`src/region_mean_nearest_palette_match_assert.svh`:
```
// Assertion macros for the palette matcher RTL, included by rmnp_back.
`ifndef REGION_MEAN_NEAREST_PALETTE_MATCH_ASSERT_SVH
`define REGION_MEAN_NEAREST_PALETTE_MATCH_ASSERT_SVH

// Checks an implication that holds in the same cycle.
`define RMNP_ASSERT_NOW(lbl, cond, prop, msg) \
  lbl: assert property (@(posedge clk_i) disable iff (!rst_ni) (cond) |-> (prop)) \
    else $error(msg);

// Checks an implication that holds in the next cycle.
`define RMNP_ASSERT_NEXT(lbl, cond, prop, msg) \
  lbl: assert property (@(posedge clk_i) disable iff (!rst_ni) (cond) |=> (prop)) \
    else $error(msg);

`endif

```
`src/rmnp_pkg.sv`:
```
// ----------------------------------------------------------------------------
// rmnp_pkg
// Types and constants shared by the region mean palette matcher.
// ----------------------------------------------------------------------------
package rmnp_pkg;

  localparam int SumW       = 28;
  localparam int PixW       = 8;
  localparam int EntryW     = 16;
  localparam int IdxInW     = 10;
  localparam int TilesW     = 11;
  localparam int CountW     = 21;
  localparam int OutDistW   = 10;
  localparam int DistMax    = 1023;
  localparam int InDataW    = 88;
  localparam int OutDataW   = 24;
  localparam int CfgDataW   = 21;
  localparam int MaxTilesDef = 1024;
  localparam int FracDef    = 8;

  typedef enum logic {
    OP_LOAD  = 1'b0,
    OP_PIXEL = 1'b1
  } op_e;

  typedef enum logic {
    REG_TILES = 1'b0,
    REG_COUNT = 1'b1
  } reg_e;

  typedef struct packed {
    logic [SumW-1:0] blue;
    logic [SumW-1:0] green;
    logic [SumW-1:0] red;
  } sums_t;

  typedef struct packed {
    logic              en;
    logic [IdxInW-1:0] idx;
    logic [EntryW-1:0] blue;
    logic [EntryW-1:0] green;
    logic [EntryW-1:0] red;
  } pal_wr_t;

  typedef struct packed {
    logic full;
    logic empty;
  } fifo_stat_t;

endpackage

```
`src/rmnp_fifo.sv`:
```
// ----------------------------------------------------------------------------
// rmnp_fifo
// Two-entry queue of region channel sums between front and back.
// ----------------------------------------------------------------------------
module rmnp_fifo (
  input  logic             clk_i,
  input  logic             rst_ni,
  input  logic             push_i,
  input  rmnp_pkg::sums_t  push_data_i,
  input  logic             pop_i,
  output rmnp_pkg::sums_t  pop_data_o,
  output rmnp_pkg::fifo_stat_t stat_o
);
  import rmnp_pkg::*;

  sums_t      mem_q [2];
  logic       wr_ptr_q, rd_ptr_q;
  logic [1:0] cnt_q;

  always_ff @(posedge clk_i or negedge rst_ni) begin
    if (!rst_ni) begin
      wr_ptr_q <= 1'b0;
      rd_ptr_q <= 1'b0;
      cnt_q    <= 2'd0;
    end else begin
      if (push_i) wr_ptr_q <= ~wr_ptr_q;
      if (pop_i) rd_ptr_q <= ~rd_ptr_q;
      if (push_i && !pop_i) cnt_q <= cnt_q + 2'd1;
      else if (pop_i && !push_i) cnt_q <= cnt_q - 2'd1;
    end
  end

  always_ff @(posedge clk_i) begin
    if (push_i) mem_q[wr_ptr_q] <= push_data_i;
  end

  assign pop_data_o   = mem_q[rd_ptr_q];
  assign stat_o.full  = cnt_q[1];
  assign stat_o.empty = (cnt_q == 2'd0);

endmodule

```
`config.mk`:
```
export PLATFORM = sky130hd
export DESIGN_NAME = rmnp_fifo
export DESIGN_NICKNAME = d
export VERILOG_FILES = /design/src/region_mean_nearest_palette_match_assert.svh /design/src/rmnp_pkg.sv /design/src/rmnp_fifo.sv
export SDC_FILE = /design/constraint.sdc
export NUM_CORES = 1
export LEC_CHECK = 0
export BUFFER_PORTS_ARGS = -buffer_cell sky130_fd_sc_hd__buf_2
export CAP_MARGIN = 5
export CORE_ASPECT_RATIO = 0.6
export CORE_MARGIN = 1
export CORE_UTILIZATION = 49
export CTS_BUF_LIST = sky130_fd_sc_hd__clkbuf_8
export DETAILED_ROUTE_END_ITERATION = 10
export GPL_TIMING_DRIVEN = 0
export PLACE_DENSITY = 0.83
export SYNTH_ARGS = -nofsm -noshare
export SYNTH_HDL_FRONTEND = slang
export SYNTH_SLANG_ARGS = --single-unit
```
`constraint.sdc`:
```
create_clock -name clk_i -period 4.8 [get_ports clk_i]
set_input_delay 1.2 -clock clk_i [delete_from_list [all_inputs] [get_ports clk_i]]
set_output_delay 1.2 -clock clk_i [all_outputs]
set_load 0.02 [all_outputs]
```
# --- Word level (Yosys, flattened, before mapping) ---
# Memories as Yosys holds them, arrays and structs flattened.
# Index checks and enable logic that the tools add are counted.
classes:
  muxes: 4
  bitwise: 2
  addsub: 2
  n_reduce_logical: 6
ops:
  columns: ["cell", "n"]
  rows:
  - ["$mux 2", 2]
  - ["$add 2x1->2 const B", 1]
  - ["$logic_and 1x1->1", 2]
  - ["$logic_not 1->1", 2]
  - ["$logic_not 2->1", 1]
  - ["$mux 1", 2]
  - ["$not 1->1", 2]
  - ["$reduce_bool 2->1", 1]
  - ["$sub 2x1->2 const B", 1]
totals:
  ramBits: 168
  elab_cells: 18
  mem_count: 1
  register_bits: 4
  output_inout_bits: 86
mem_list:
  columns: ["memory", "depth", "word_bits", "read_ports", "rd_ports_with_merged_regs", "write_ports", "line", "text"]
  rows:
  - ["mem_q", 2, 84, 1, 0, 1, "rmnp_fifo.sv:16", "sums_t mem_q [2];"]

# --- Logic depth before layout (Yosys ltp) ---
depth:
  depth_word: 4
  mapped_depth: 5
  mapped_depth_nobuf: 5

# --- Worst setup path before layout ---
# Ideal clock, no wire load.
synth_path:
  kind: "input to register"
  from: "input push_i"
  to: "memory mem_q[0][0] in the netlist's numbering, enable pin"
  path_stages: 1
  setup_ns: 0.537
  t_required_ns: 4.263
  slack_ns: -0.606
  arrival_time_ns: 4.869
  cell_sequence: "nor2b_1"
synth_between:
  elab_chain_cells: 2
synth_rtl:
  columns: ["element", "line", "text"]
  rows:
  - ["from (decl)", "rmnp_fifo.sv:8", "input logic push_i,"]
  - ["$mux 1", "rmnp_fifo.sv:34", "if (push_i) mem_q[wr_ptr_q] <= push_data_i;"]
  - ["$mux 1 (not written as such)", "rmnp_fifo.sv:34", null]
  - ["to (decl)", "rmnp_fifo.sv:16", null]
# Every way passes these cells.

==> impl_metrics.toml <==
[route]
route.detailed.drc = 0
firstDrtPassIters = 4
routed_wl_mm = 10.98
vias = 3161
viasPerCell = 4.871
routedWlPerCell_um = 16.92
antenna_left = 0
drtIter0Drc = 185

[global_route]
grt_max_degree = 44
grt_pass1_vias = 3205
grt_pass1_wl_mm = 16.19
grt-ovfl-total = 0
antenna_found_initial = 1
grt.total_usage_pct = 17.10

[sta]
slew_headroom_pct = 46.75
finClkSkew_ns = 0.01298
fin_crit_sh_pct = 63.46
fmax_ghz = 0.3283
fin_crit_ns = 3.046
setup_viol_count_final = 0
rsz0062_at_grt = "no"
finalHoldViolCount = 0
worst_pin_slew_ns = 0.7970
drv_slew = 0

[power_and_ir_drop]
power.density_nw_per_um2 = 579.9
switchingPower_mw = 1.509
leakage_nw = 2.937
peakVddDrop_uv = 361.3
switching_share_pct = 33.55
p_seq_share_pct = 45.9
p_int_mw = 2.989
finalPower_mw = 4.498
p_clk_share_pct = 20.3
combPwrFrac_pct = 33.9

[setup_path]
crit_slowest_cell = "dfrtp_1"
cp-endpoint = "pop_data_o[20]"
cp_max_fo = 10
critPathCaptureType = "primary output"
worstReg2RegEnd = "mem_q[0][59]"
cp.arrival_ns = 1.85
worstSetupStartpointType = "flip-flop"
criticalPathCategory = "reg -> out"
r2r-start = "wr_ptr_q"
startpoint = "rd_ptr_q"
reg2regPathDepth = 2
cpPeakStageDelay_ns = 0.43
required_ns = 3.60
reg2reg_slack_ns = 3.06
path_cells = "buf_4, buf_6, mux2_1, buf_2"

[worst_hold_path]
hold_class = "reg -> reg"
min_from = "cnt_q[1]"

[floorplanning]
die-height_um = 89.53
rows = 31
die-area_sq_um = 13240
die_w_um = 147.9
core_area_sq_um = 12260
start_util_pct = 51.05
ios = 174

[yosys]
synth-seq-cells = 172
synth_nets = 366
syn_area_sq_um = 6257
synth_warnings = 0
ys_types = 14
syn_inst = 277
ys_seq_area_share_pct = 82.22
syn_area_per_cell_sq_um = 22.59

[job]
maxCapViolations = 0

[cells_and_area]
utilization_pct = 63.28
area_delta_synth_final_pct = 23.96
nNetsFinal = 561
drive_gt1_share_pct = 51.86
stdcell_area_sq_um = 7756
diodes = 0

[placed_design]
port_buffers = 173
placed_cell_area_sq_um = 7400
place_congestion = 0.7428
dp_hpwl_mm = 7.562

[cts]
root_buffer = "clkbuf_8"
htree_levels = 4
clock_path_buffers = 2
cts_resized = 0
cts_sinks = 172
holdBufCountCts = 0
cts_tree = "done"
cts_buffers = 17
clkLatencyLatePin_ns = 0.43
clkTransAtPathRegs_ns = 0.09
cts_setup_buffers = 0

[outcome]
status = "finished clean"
registers in the layout, indices dropped and copies added, names as in the netlist:
signal / count
rd_ptr_q: 1
mem_q: 168
cnt_q: 2
wr_ptr_q: 1
synth_stat cells (all sizes together):
library cell | instances | area [sq um]
edfxtp | 168 | 5045
xnor2 | 1 | 8.760
ha | 1 | 12.51
buf | 10 | 86.32
inv | 1 | 3.750
and2 | 1 | 6.260
nor2 | 2 | 7.510
dfrtp | 4 | 100.1
mux2 | 84 | 945.9
xor2 | 4 | 35.03
nor2b | 1 | 6.260
cell families after synthesis:
family / Yosys count / synth area share, %
xor+xnor: 5 / 0.6998
fa+ha+maj: 1 / 0.1999
buf+inv: 11 / 1.439
flops: 172 / 82.22
mux: 84 / 15.12
simple gates: 4 / 0.3201
through the flow:
step,hold slack [ns],setup WS (ns),std cells,setup TNS [ns]
after global routing,0.5165,1.623,649,0
after global placement,0.4858,-0.1393,615,-11.31
final,0.5087,1.754,649,0
after CTS,0.5066,1.702,649,0
after detailed placement,0.4942,2.103,618,0
after floorplan,0.4649,0.9690,277,0
critical path, delay by kind of cell (launching register included):
kind / cells / cell delay, ns
buf+inv: 3 / 0.61
flops: 1 / 0.43
mux: 1 / 0.36
worst min path at each step:
stage / end / slack (ns) / depth (start not counted)
2_1_floorplan: cnt_q[1] / 0.46 / 1
3_3_place_gp: wr_ptr_q / 0.49 / 1
3_5_place_dp: cnt_q[1] / 0.49 / 1
4_1_cts: cnt_q[1] / 0.51 / 1
5_1_grt: cnt_q[1] / 0.52 / 1
6_report: cnt_q[1] / 0.51 / 1
power by group through the flow:
| stage | combinational (mW) | sequential [mW] | clock, mW |
|---|---|---|---|
| 4_1_cts | 1.55 | 2.07 | 0.937 |
| 5_1_grt | 1.64 | 2.09 | 0.990 |
| 3_5_place_dp | 1.54 | 2.10 | 0 |
| 3_3_place_gp | 1.48 | 2.12 | 0 |
| 2_1_floorplan | 1.04 | 2.09 | 0 |
| 6_report | 1.52 | 2.06 | 0.911 |
cell usage in the layout, fill, tap and decap left out:
master and instances:
mux2_2 34, dfrtp_1 4, clkinvlp_4 6, and2_4 1, inv_1 3, buf_2 176
ha_1 1, buf_4 2, nor2b_4 1, xor2_1 4, buf_6 5, xnor2_1 1
nor2_1 2, clkbuf_8 17, edfxtp_1 168, clkinv_2 1, buf_12 3, bufinv_16 1
mux2_1 50, inv_6 4
routing by layer:
metal | global-route usage (%) | wire [um] | up-vias
met5 | 0 | 0 | -
met4 | 6.186 | 57 | 0
met3 | 7.245 | 1085 | 6
met2 | 27.62 | 5131 | 141
met1 | 20.97 | 4707 | 1533
li1 | - | - | 1481
final cells by class:
| class | count | area (sq um) |
|---|---|---|
| buffer | 10 | 86.33 |
| clock buffer | 17 | 234.0 |
| clock inverter | 14 | 122.6 |
| fill | 904 | 4501 |
| inverter | 1 | 3.754 |
| multi-input combinational | 94 | 1032 |
| sequential | 172 | 5145 |
| tap | 165 | 206.4 |
| timing repair buffer | 176 | 925.9 |
Power figures use the tool's default switching activity.
