[src/region_mean_nearest_palette_match_assert.svh]
// Assertion macros for the palette matcher RTL, included by rmnp_back.
`ifndef REGION_MEAN_NEAREST_PALETTE_MATCH_ASSERT_SVH
`define REGION_MEAN_NEAREST_PALETTE_MATCH_ASSERT_SVH

// Checks an implication that holds in the same cycle.
`define RMNP_ASSERT_NOW(lbl, cond, prop, msg) \
  lbl: assert property (@(posedge clk_i) disable iff (!rst_ni) (cond) |-> (prop)) \
    else $error(msg);

// Checks an implication that holds in the next cycle.
`define RMNP_ASSERT_NEXT(lbl, cond, prop, msg) \
  lbl: assert property (@(posedge clk_i) disable iff (!rst_ni) (cond) |=> (prop)) \
    else $error(msg);

`endif

[src/rmnp_pkg.sv]
// ----------------------------------------------------------------------------
// rmnp_pkg
// Types and constants shared by the region mean palette matcher.
// ----------------------------------------------------------------------------
package rmnp_pkg;

  localparam int SumW       = 28;
  localparam int PixW       = 8;
  localparam int EntryW     = 16;
  localparam int IdxInW     = 10;
  localparam int TilesW     = 11;
  localparam int CountW     = 21;
  localparam int OutDistW   = 10;
  localparam int DistMax    = 1023;
  localparam int InDataW    = 88;
  localparam int OutDataW   = 24;
  localparam int CfgDataW   = 21;
  localparam int MaxTilesDef = 1024;
  localparam int FracDef    = 8;

  typedef enum logic {
    OP_LOAD  = 1'b0,
    OP_PIXEL = 1'b1
  } op_e;

  typedef enum logic {
    REG_TILES = 1'b0,
    REG_COUNT = 1'b1
  } reg_e;

  typedef struct packed {
    logic [SumW-1:0] blue;
    logic [SumW-1:0] green;
    logic [SumW-1:0] red;
  } sums_t;

  typedef struct packed {
    logic              en;
    logic [IdxInW-1:0] idx;
    logic [EntryW-1:0] blue;
    logic [EntryW-1:0] green;
    logic [EntryW-1:0] red;
  } pal_wr_t;

  typedef struct packed {
    logic full;
    logic empty;
  } fifo_stat_t;

endpackage

[src/rmnp_front.sv]
// ----------------------------------------------------------------------------
// rmnp_front
// Accepts items, accumulates region pixels and routes palette loads.
// ----------------------------------------------------------------------------
module rmnp_front (
  input  logic                          clk_i,
  input  logic                          rst_ni,
  input  logic                          in_valid_i,
  output logic                          in_ready_o,
  input  logic [rmnp_pkg::InDataW-1:0]  in_data_i,
  input  logic                          in_op_i,
  input  logic                          in_last_i,
  input  logic                          back_idle_i,
  input  rmnp_pkg::fifo_stat_t          fifo_stat_i,
  output logic                          push_o,
  output rmnp_pkg::sums_t               push_data_o,
  output rmnp_pkg::pal_wr_t             pal_wr_o
);
  import rmnp_pkg::*;

  sums_t          sums_q, sums_d;
  logic           accept;
  logic [SumW:0]  sb, sg, sr;
  localparam logic [SumW:0] SumMax = {1'b0, {SumW{1'b1}}};

  // Loads wait until every earlier region has finished its search.
  always_comb begin
    unique case (op_e'(in_op_i))
      OP_LOAD:  in_ready_o = back_idle_i && fifo_stat_i.empty;
      OP_PIXEL: in_ready_o = !in_last_i || !fifo_stat_i.full;
      default:  in_ready_o = 1'b0;
    endcase
  end

  assign accept = in_valid_i && in_ready_o;

  always_comb begin
    sb = {1'b0, sums_q.blue}  + (SumW+1)'(in_data_i[65:58]);
    sg = {1'b0, sums_q.green} + (SumW+1)'(in_data_i[73:66]);
    sr = {1'b0, sums_q.red}   + (SumW+1)'(in_data_i[81:74]);
    push_data_o.blue  = (sb > SumMax) ? SumMax[SumW-1:0] : sb[SumW-1:0];
    push_data_o.green = (sg > SumMax) ? SumMax[SumW-1:0] : sg[SumW-1:0];
    push_data_o.red   = (sr > SumMax) ? SumMax[SumW-1:0] : sr[SumW-1:0];
    push_o = accept && (in_op_i == OP_PIXEL) && in_last_i;
    sums_d = sums_q;
    if (accept && (in_op_i == OP_PIXEL)) begin
      sums_d = in_last_i ? '0 : push_data_o;
    end
  end

  always_ff @(posedge clk_i or negedge rst_ni) begin
    if (!rst_ni) sums_q <= '0;
    else sums_q <= sums_d;
  end

  assign pal_wr_o.en    = accept && (in_op_i == OP_LOAD);
  assign pal_wr_o.idx   = in_data_i[9:0];
  assign pal_wr_o.blue  = in_data_i[25:10];
  assign pal_wr_o.green = in_data_i[41:26];
  assign pal_wr_o.red   = in_data_i[57:42];

endmodule

[config.mk]
export PLATFORM = sky130hd
export DESIGN_NAME = rmnp_front
export DESIGN_NICKNAME = d
export VERILOG_FILES = /design/src/region_mean_nearest_palette_match_assert.svh /design/src/rmnp_pkg.sv /design/src/rmnp_front.sv
export SDC_FILE = /design/constraint.sdc
export NUM_CORES = 1
export LEC_CHECK = 0
export BUFFER_PORTS_ARGS = -buffer_cell sky130_fd_sc_hd__buf_2
export CORE_UTILIZATION = 52
export DETAILED_ROUTE_END_ITERATION = 16
export GPL_ROUTABILITY_DRIVEN = 1
export PLACE_DENSITY = 0.8
export SYNTH_ARGS = -nofsm -noshare
export SYNTH_HDL_FRONTEND = slang
export SYNTH_SLANG_ARGS = --single-unit
[constraint.sdc]
create_clock -name clk_i -period 3.4 [get_ports clk_i]
set_input_delay 0.51 -clock clk_i [delete_from_list [all_inputs] [get_ports clk_i]]
set_output_delay 0.51 -clock clk_i [all_outputs]
set_load 0.005 [all_outputs]
Yosys cells after proc, flatten, opt, wreduce, memory -nomap -nowiden
Cells that the tools add are included.
{"block": "word_totals", "register_bits": 84, "in_bits": 96, "output_inout_bits": 145, "wordCells": 23}
{"block": "classes", "n_addsub": 3, "n_lt_le_gt_ge": 3, "muxes": 5, "bitwise_logic": 1, "n_reduce_logical": 8}
{"operator": "$add 28x8->29", "n": 3}
{"operator": "$gt 29x28->1 const B", "n": 3}
{"operator": "$mux 28", "n": 3}
{"operator": "$mux 84", "n": 1}
{"operator": "$logic_and 1x1->1", "n": 5}
{"operator": "$logic_not 1->1", "n": 2}
{"operator": "$pmux 1 s2", "n": 1}
{"operator": "$logic_or 1x1->1", "n": 1}
{"operator": "$not 1->1", "n": 1}

Depth between registers and ports, before layout
{"block": "depth", "depth_word": 6, "depth_mapped": 10, "depth_no_buf": 9}

Worst setup path before layout
OpenSTA, ideal clock, no wires.
{"block": "synth_path", "kind": "input to output", "startpoint": "input in_data_i[74] (netlist bit)", "endpoint": "output push_data_o[22] (netlist bit)", "t_arrival_ns": 2.330, "required_ns": 2.890, "path_slack_ns": 0.560, "path_stages": 10, "path_buffers": 1, "cell_sequence": "ha_1 > inv_1 > fa_1 > nor2b_1 > o211a_1 > o21ai_2 > a21oi_1 > buf_2 > a21oi_1 > a41oi_1"}
{"item": "from (decl)", "line": "rmnp_front.sv:10", "text": "input logic [rmnp_pkg::InDataW-1:0] in_data_i,"}
{"item": "to (decl)", "line": "rmnp_front.sv:16", "text": "output rmnp_pkg::sums_t push_data_o,"}

==> out/metrics.cfg <==
[status]
status = finished clean

[yosys]
syn_area_um2 = 7221
yosysMostFrequentCell = nand2_1
syn_area_per_cell_um2 = 8.281
netlist_top_cells_area = dfrtp_1 (29%), buf_4 (6.0%), a21oi_1 (6.0%), nand2_1 (4.8%), ha_1 (4.2%)
syn_nets = 995
netlist.area_leader.share = 0.2911
synth_top_family_by_area = compound AO/OA/AOI/OAI gates
synthAdderAreaFrac = 0.04990
ys.warnings.count = 0
synth-xor-area-share = 0.04852
synth_common_cells = nand2_1 (93), a21oi_1 (86), dfrtp_1 (84), buf_4 (58), nor2_1 (50)
synth_edf_count = 0
synth.largest_area_cell = dfrtp_1
ys_seq_area_frac = 0.2911
syn_inst = 872
synthArstFlopShare = 1.000
synth_compound_area_frac = 0.2922
synth_ff_type = dfrtp_1
muxShareOfSynthArea = 0.008664
synthSimpleGateAreaFrac = 0.2053
ys_seq_elements = 84
synth_cell_types = 73

[sta]
worst_slack_ps = 133.0
finalMaxSlewViolations = 0
maxSlewHeadroom = 0.3864
fin_crit_sh = 0.9609
finClkSkew_ps = 6.013
max_freq_mhz = 306.1
timing.final.crit_period_ps = 3267
hold_ws_ps = 159.6
finalSetupViolCount = 0
worstMarginPinSlew_ps = 919.5
timing_hold_violations_final = 0

[floorplanning]
die_x_um = 119.8
num_rows = 42
die_h_um = 119.8
dieArea_um2 = 14360
ioPinCount = 241
initial_core_util = 0.5388
design.core.area_um2 = 13400

[cells_and_area]
diodes = 0
fin_nets = 1048
multi_input_area_um2 = 4432
seq_area_um2 = 2102
area_growth_pct = 11.07
drive_gt1_frac = 0.2301
nFillCells = 1221
top_regs = sums_q (84)
largest_register_ff_count = 84
final_util = 0.5985
fin_area_um2 = 8020
largest-register = sums_q

[routing]
avgViaCountPerCell = 6.287
ant_nets = 0
drc = 0
totalWireLength_um = 19100
firstDrtPassIters = 5
drt_first_iter_violations = 588
post_drt_wl_per_cell_um = 17.27
num_vias = 6953

[clock_tree]
clk_pin_slew_ps = 60
cts_buffer_depth = 2
clk-insertion-delay-late_ps = 350
clock-root-buffer = clkbuf_16
cts_tree = done
cts-htree-levels = 3
numCtsBuffers = 9
cts.sinks = 84
hold_buffers = 0

[placement]
hpwlAfterDp_um = 13580
place_area_um2 = 7652
preCtsSetupSlack_ps = 103.2
numPortBuffers = 118
routabilityCongestion = 0.9021

[setup_path]
timing.rr.start = sums_q[0]
startpoint = sums_q[0]
start_kind = register
cp.required_ps = 2890
rrSetupSlack_ps = 750
worstSetupPathType = reg -> out
cp_data_arrival_time_ps = 2760
worstSetupEndpointType = output port
critPathMaxFanout = 15

[global_route]
gr-total-overflow = 0
grt_pass1_vias = 6429
grt_pass1_wl_um = 31320
grt_max_degree = 65
grt_usage = 0.2694
antenna_found_initial = 0

[power]
p_per_area_nw_per_um2 = 510.1
power_mw = 4.091
leakage_nw = 3.790
vdd_drop_max_uv = 260.8

[min_path]
hp-class = in -> async

[run]
drv_cap = 0

==> layout by cell type, fill, tap and decap left out, types with 20 or more instances in the layout <==
master,n
ha_1,24
a21oi_1,80
and3_1,20
o21ai_0,26
a22o_1,22
nor3_1,25
xnor2_1,27
inv_1,24
buf_4,35
nand2_1,93
nor2_1,48
a31oi_1,28
buf_2,117
dfrtp_1,84
==> cell families (layout without fill, tap and decap cells) <==
logic type,count (synthesis),after routing
AO/OA/AOI/OAI,292,292
XOR/XNOR,40,40
adder cells (fa/ha/maj),27,27
buffers and inverters,136,194
flip-flops,84,84
multiplexers,6,6
AND/OR/NAND/NOR,287,287
==> final timing paths <==
path                                    to  depth (start not counted)
hold / removal                   sums_q[4]                          1
setup reg to reg                sums_q[21]                          9
hold reg to reg                 sums_q[42]                          1
max in group asynchronous       sums_q[15]                          2
setup / recovery           push_data_o[16]                         11
min in group clk_i              sums_q[42]                          1
==> layout make-up <==
| class | instances | area share |
|---|---|---|
| multi-input combinational | 652 | 0.5526 |
| sequential | 84 | 0.2621 |
| timing repair buffer | 153 | 0.1083 |
| inverter | 25 | 0.01170 |
| tap | 176 | 0.02746 |
| clock inverter | 4 | 0.005928 |
| clock buffer | 12 | 0.03198 |
==> critical path, stage by stage (launching register included) <==
cell and delay (ps):
dfrtp_1 390, ha_1 200, inv_1 80, fa_1 220
nor2b_2 70, o211a_1 230, o21ai_2 390, a21oi_2 130
buf_12 180, nand2_1 70, mux2_2 330, buf_2 130
==> timing repair <==
item                                    in CTS  in global routing
endpoints found under the setup margin       4                 23
buffers inserted                             0                  3
resized for setup                            2                 11
pin swaps                                    0                  2
==> where the power goes <==
part           total, mW  leakage, nW  switching [mW]  internal (mW)
sequential          1.27         1.13           0.125           1.14
combinational       1.80         2.51            1.01          0.791
clock               1.03        0.149           0.418          0.607
==> metal layers <==
layer / global-route usage / wire, um / up-vias
met5: 0 / 0 / -
met4: 0.09219 / 365 / 0
met3: 0.05418 / 1336 / 41
met2: 0.4191 / 8777 / 275
met1: 0.3719 / 8622 / 3339
li1: - / - / 3298
==> through the flow <==
stage | cells | TNS [ps]
2_1_floorplan | 872 | 0
3_3_place_gp | 1087 | 0
3_5_place_dp | 1087 | 0
4_1_cts | 1103 | 0
5_1_grt | 1106 | -11.90
6_report | 1106 | 0
Note: power is estimated with default switching activity, not from simulation.
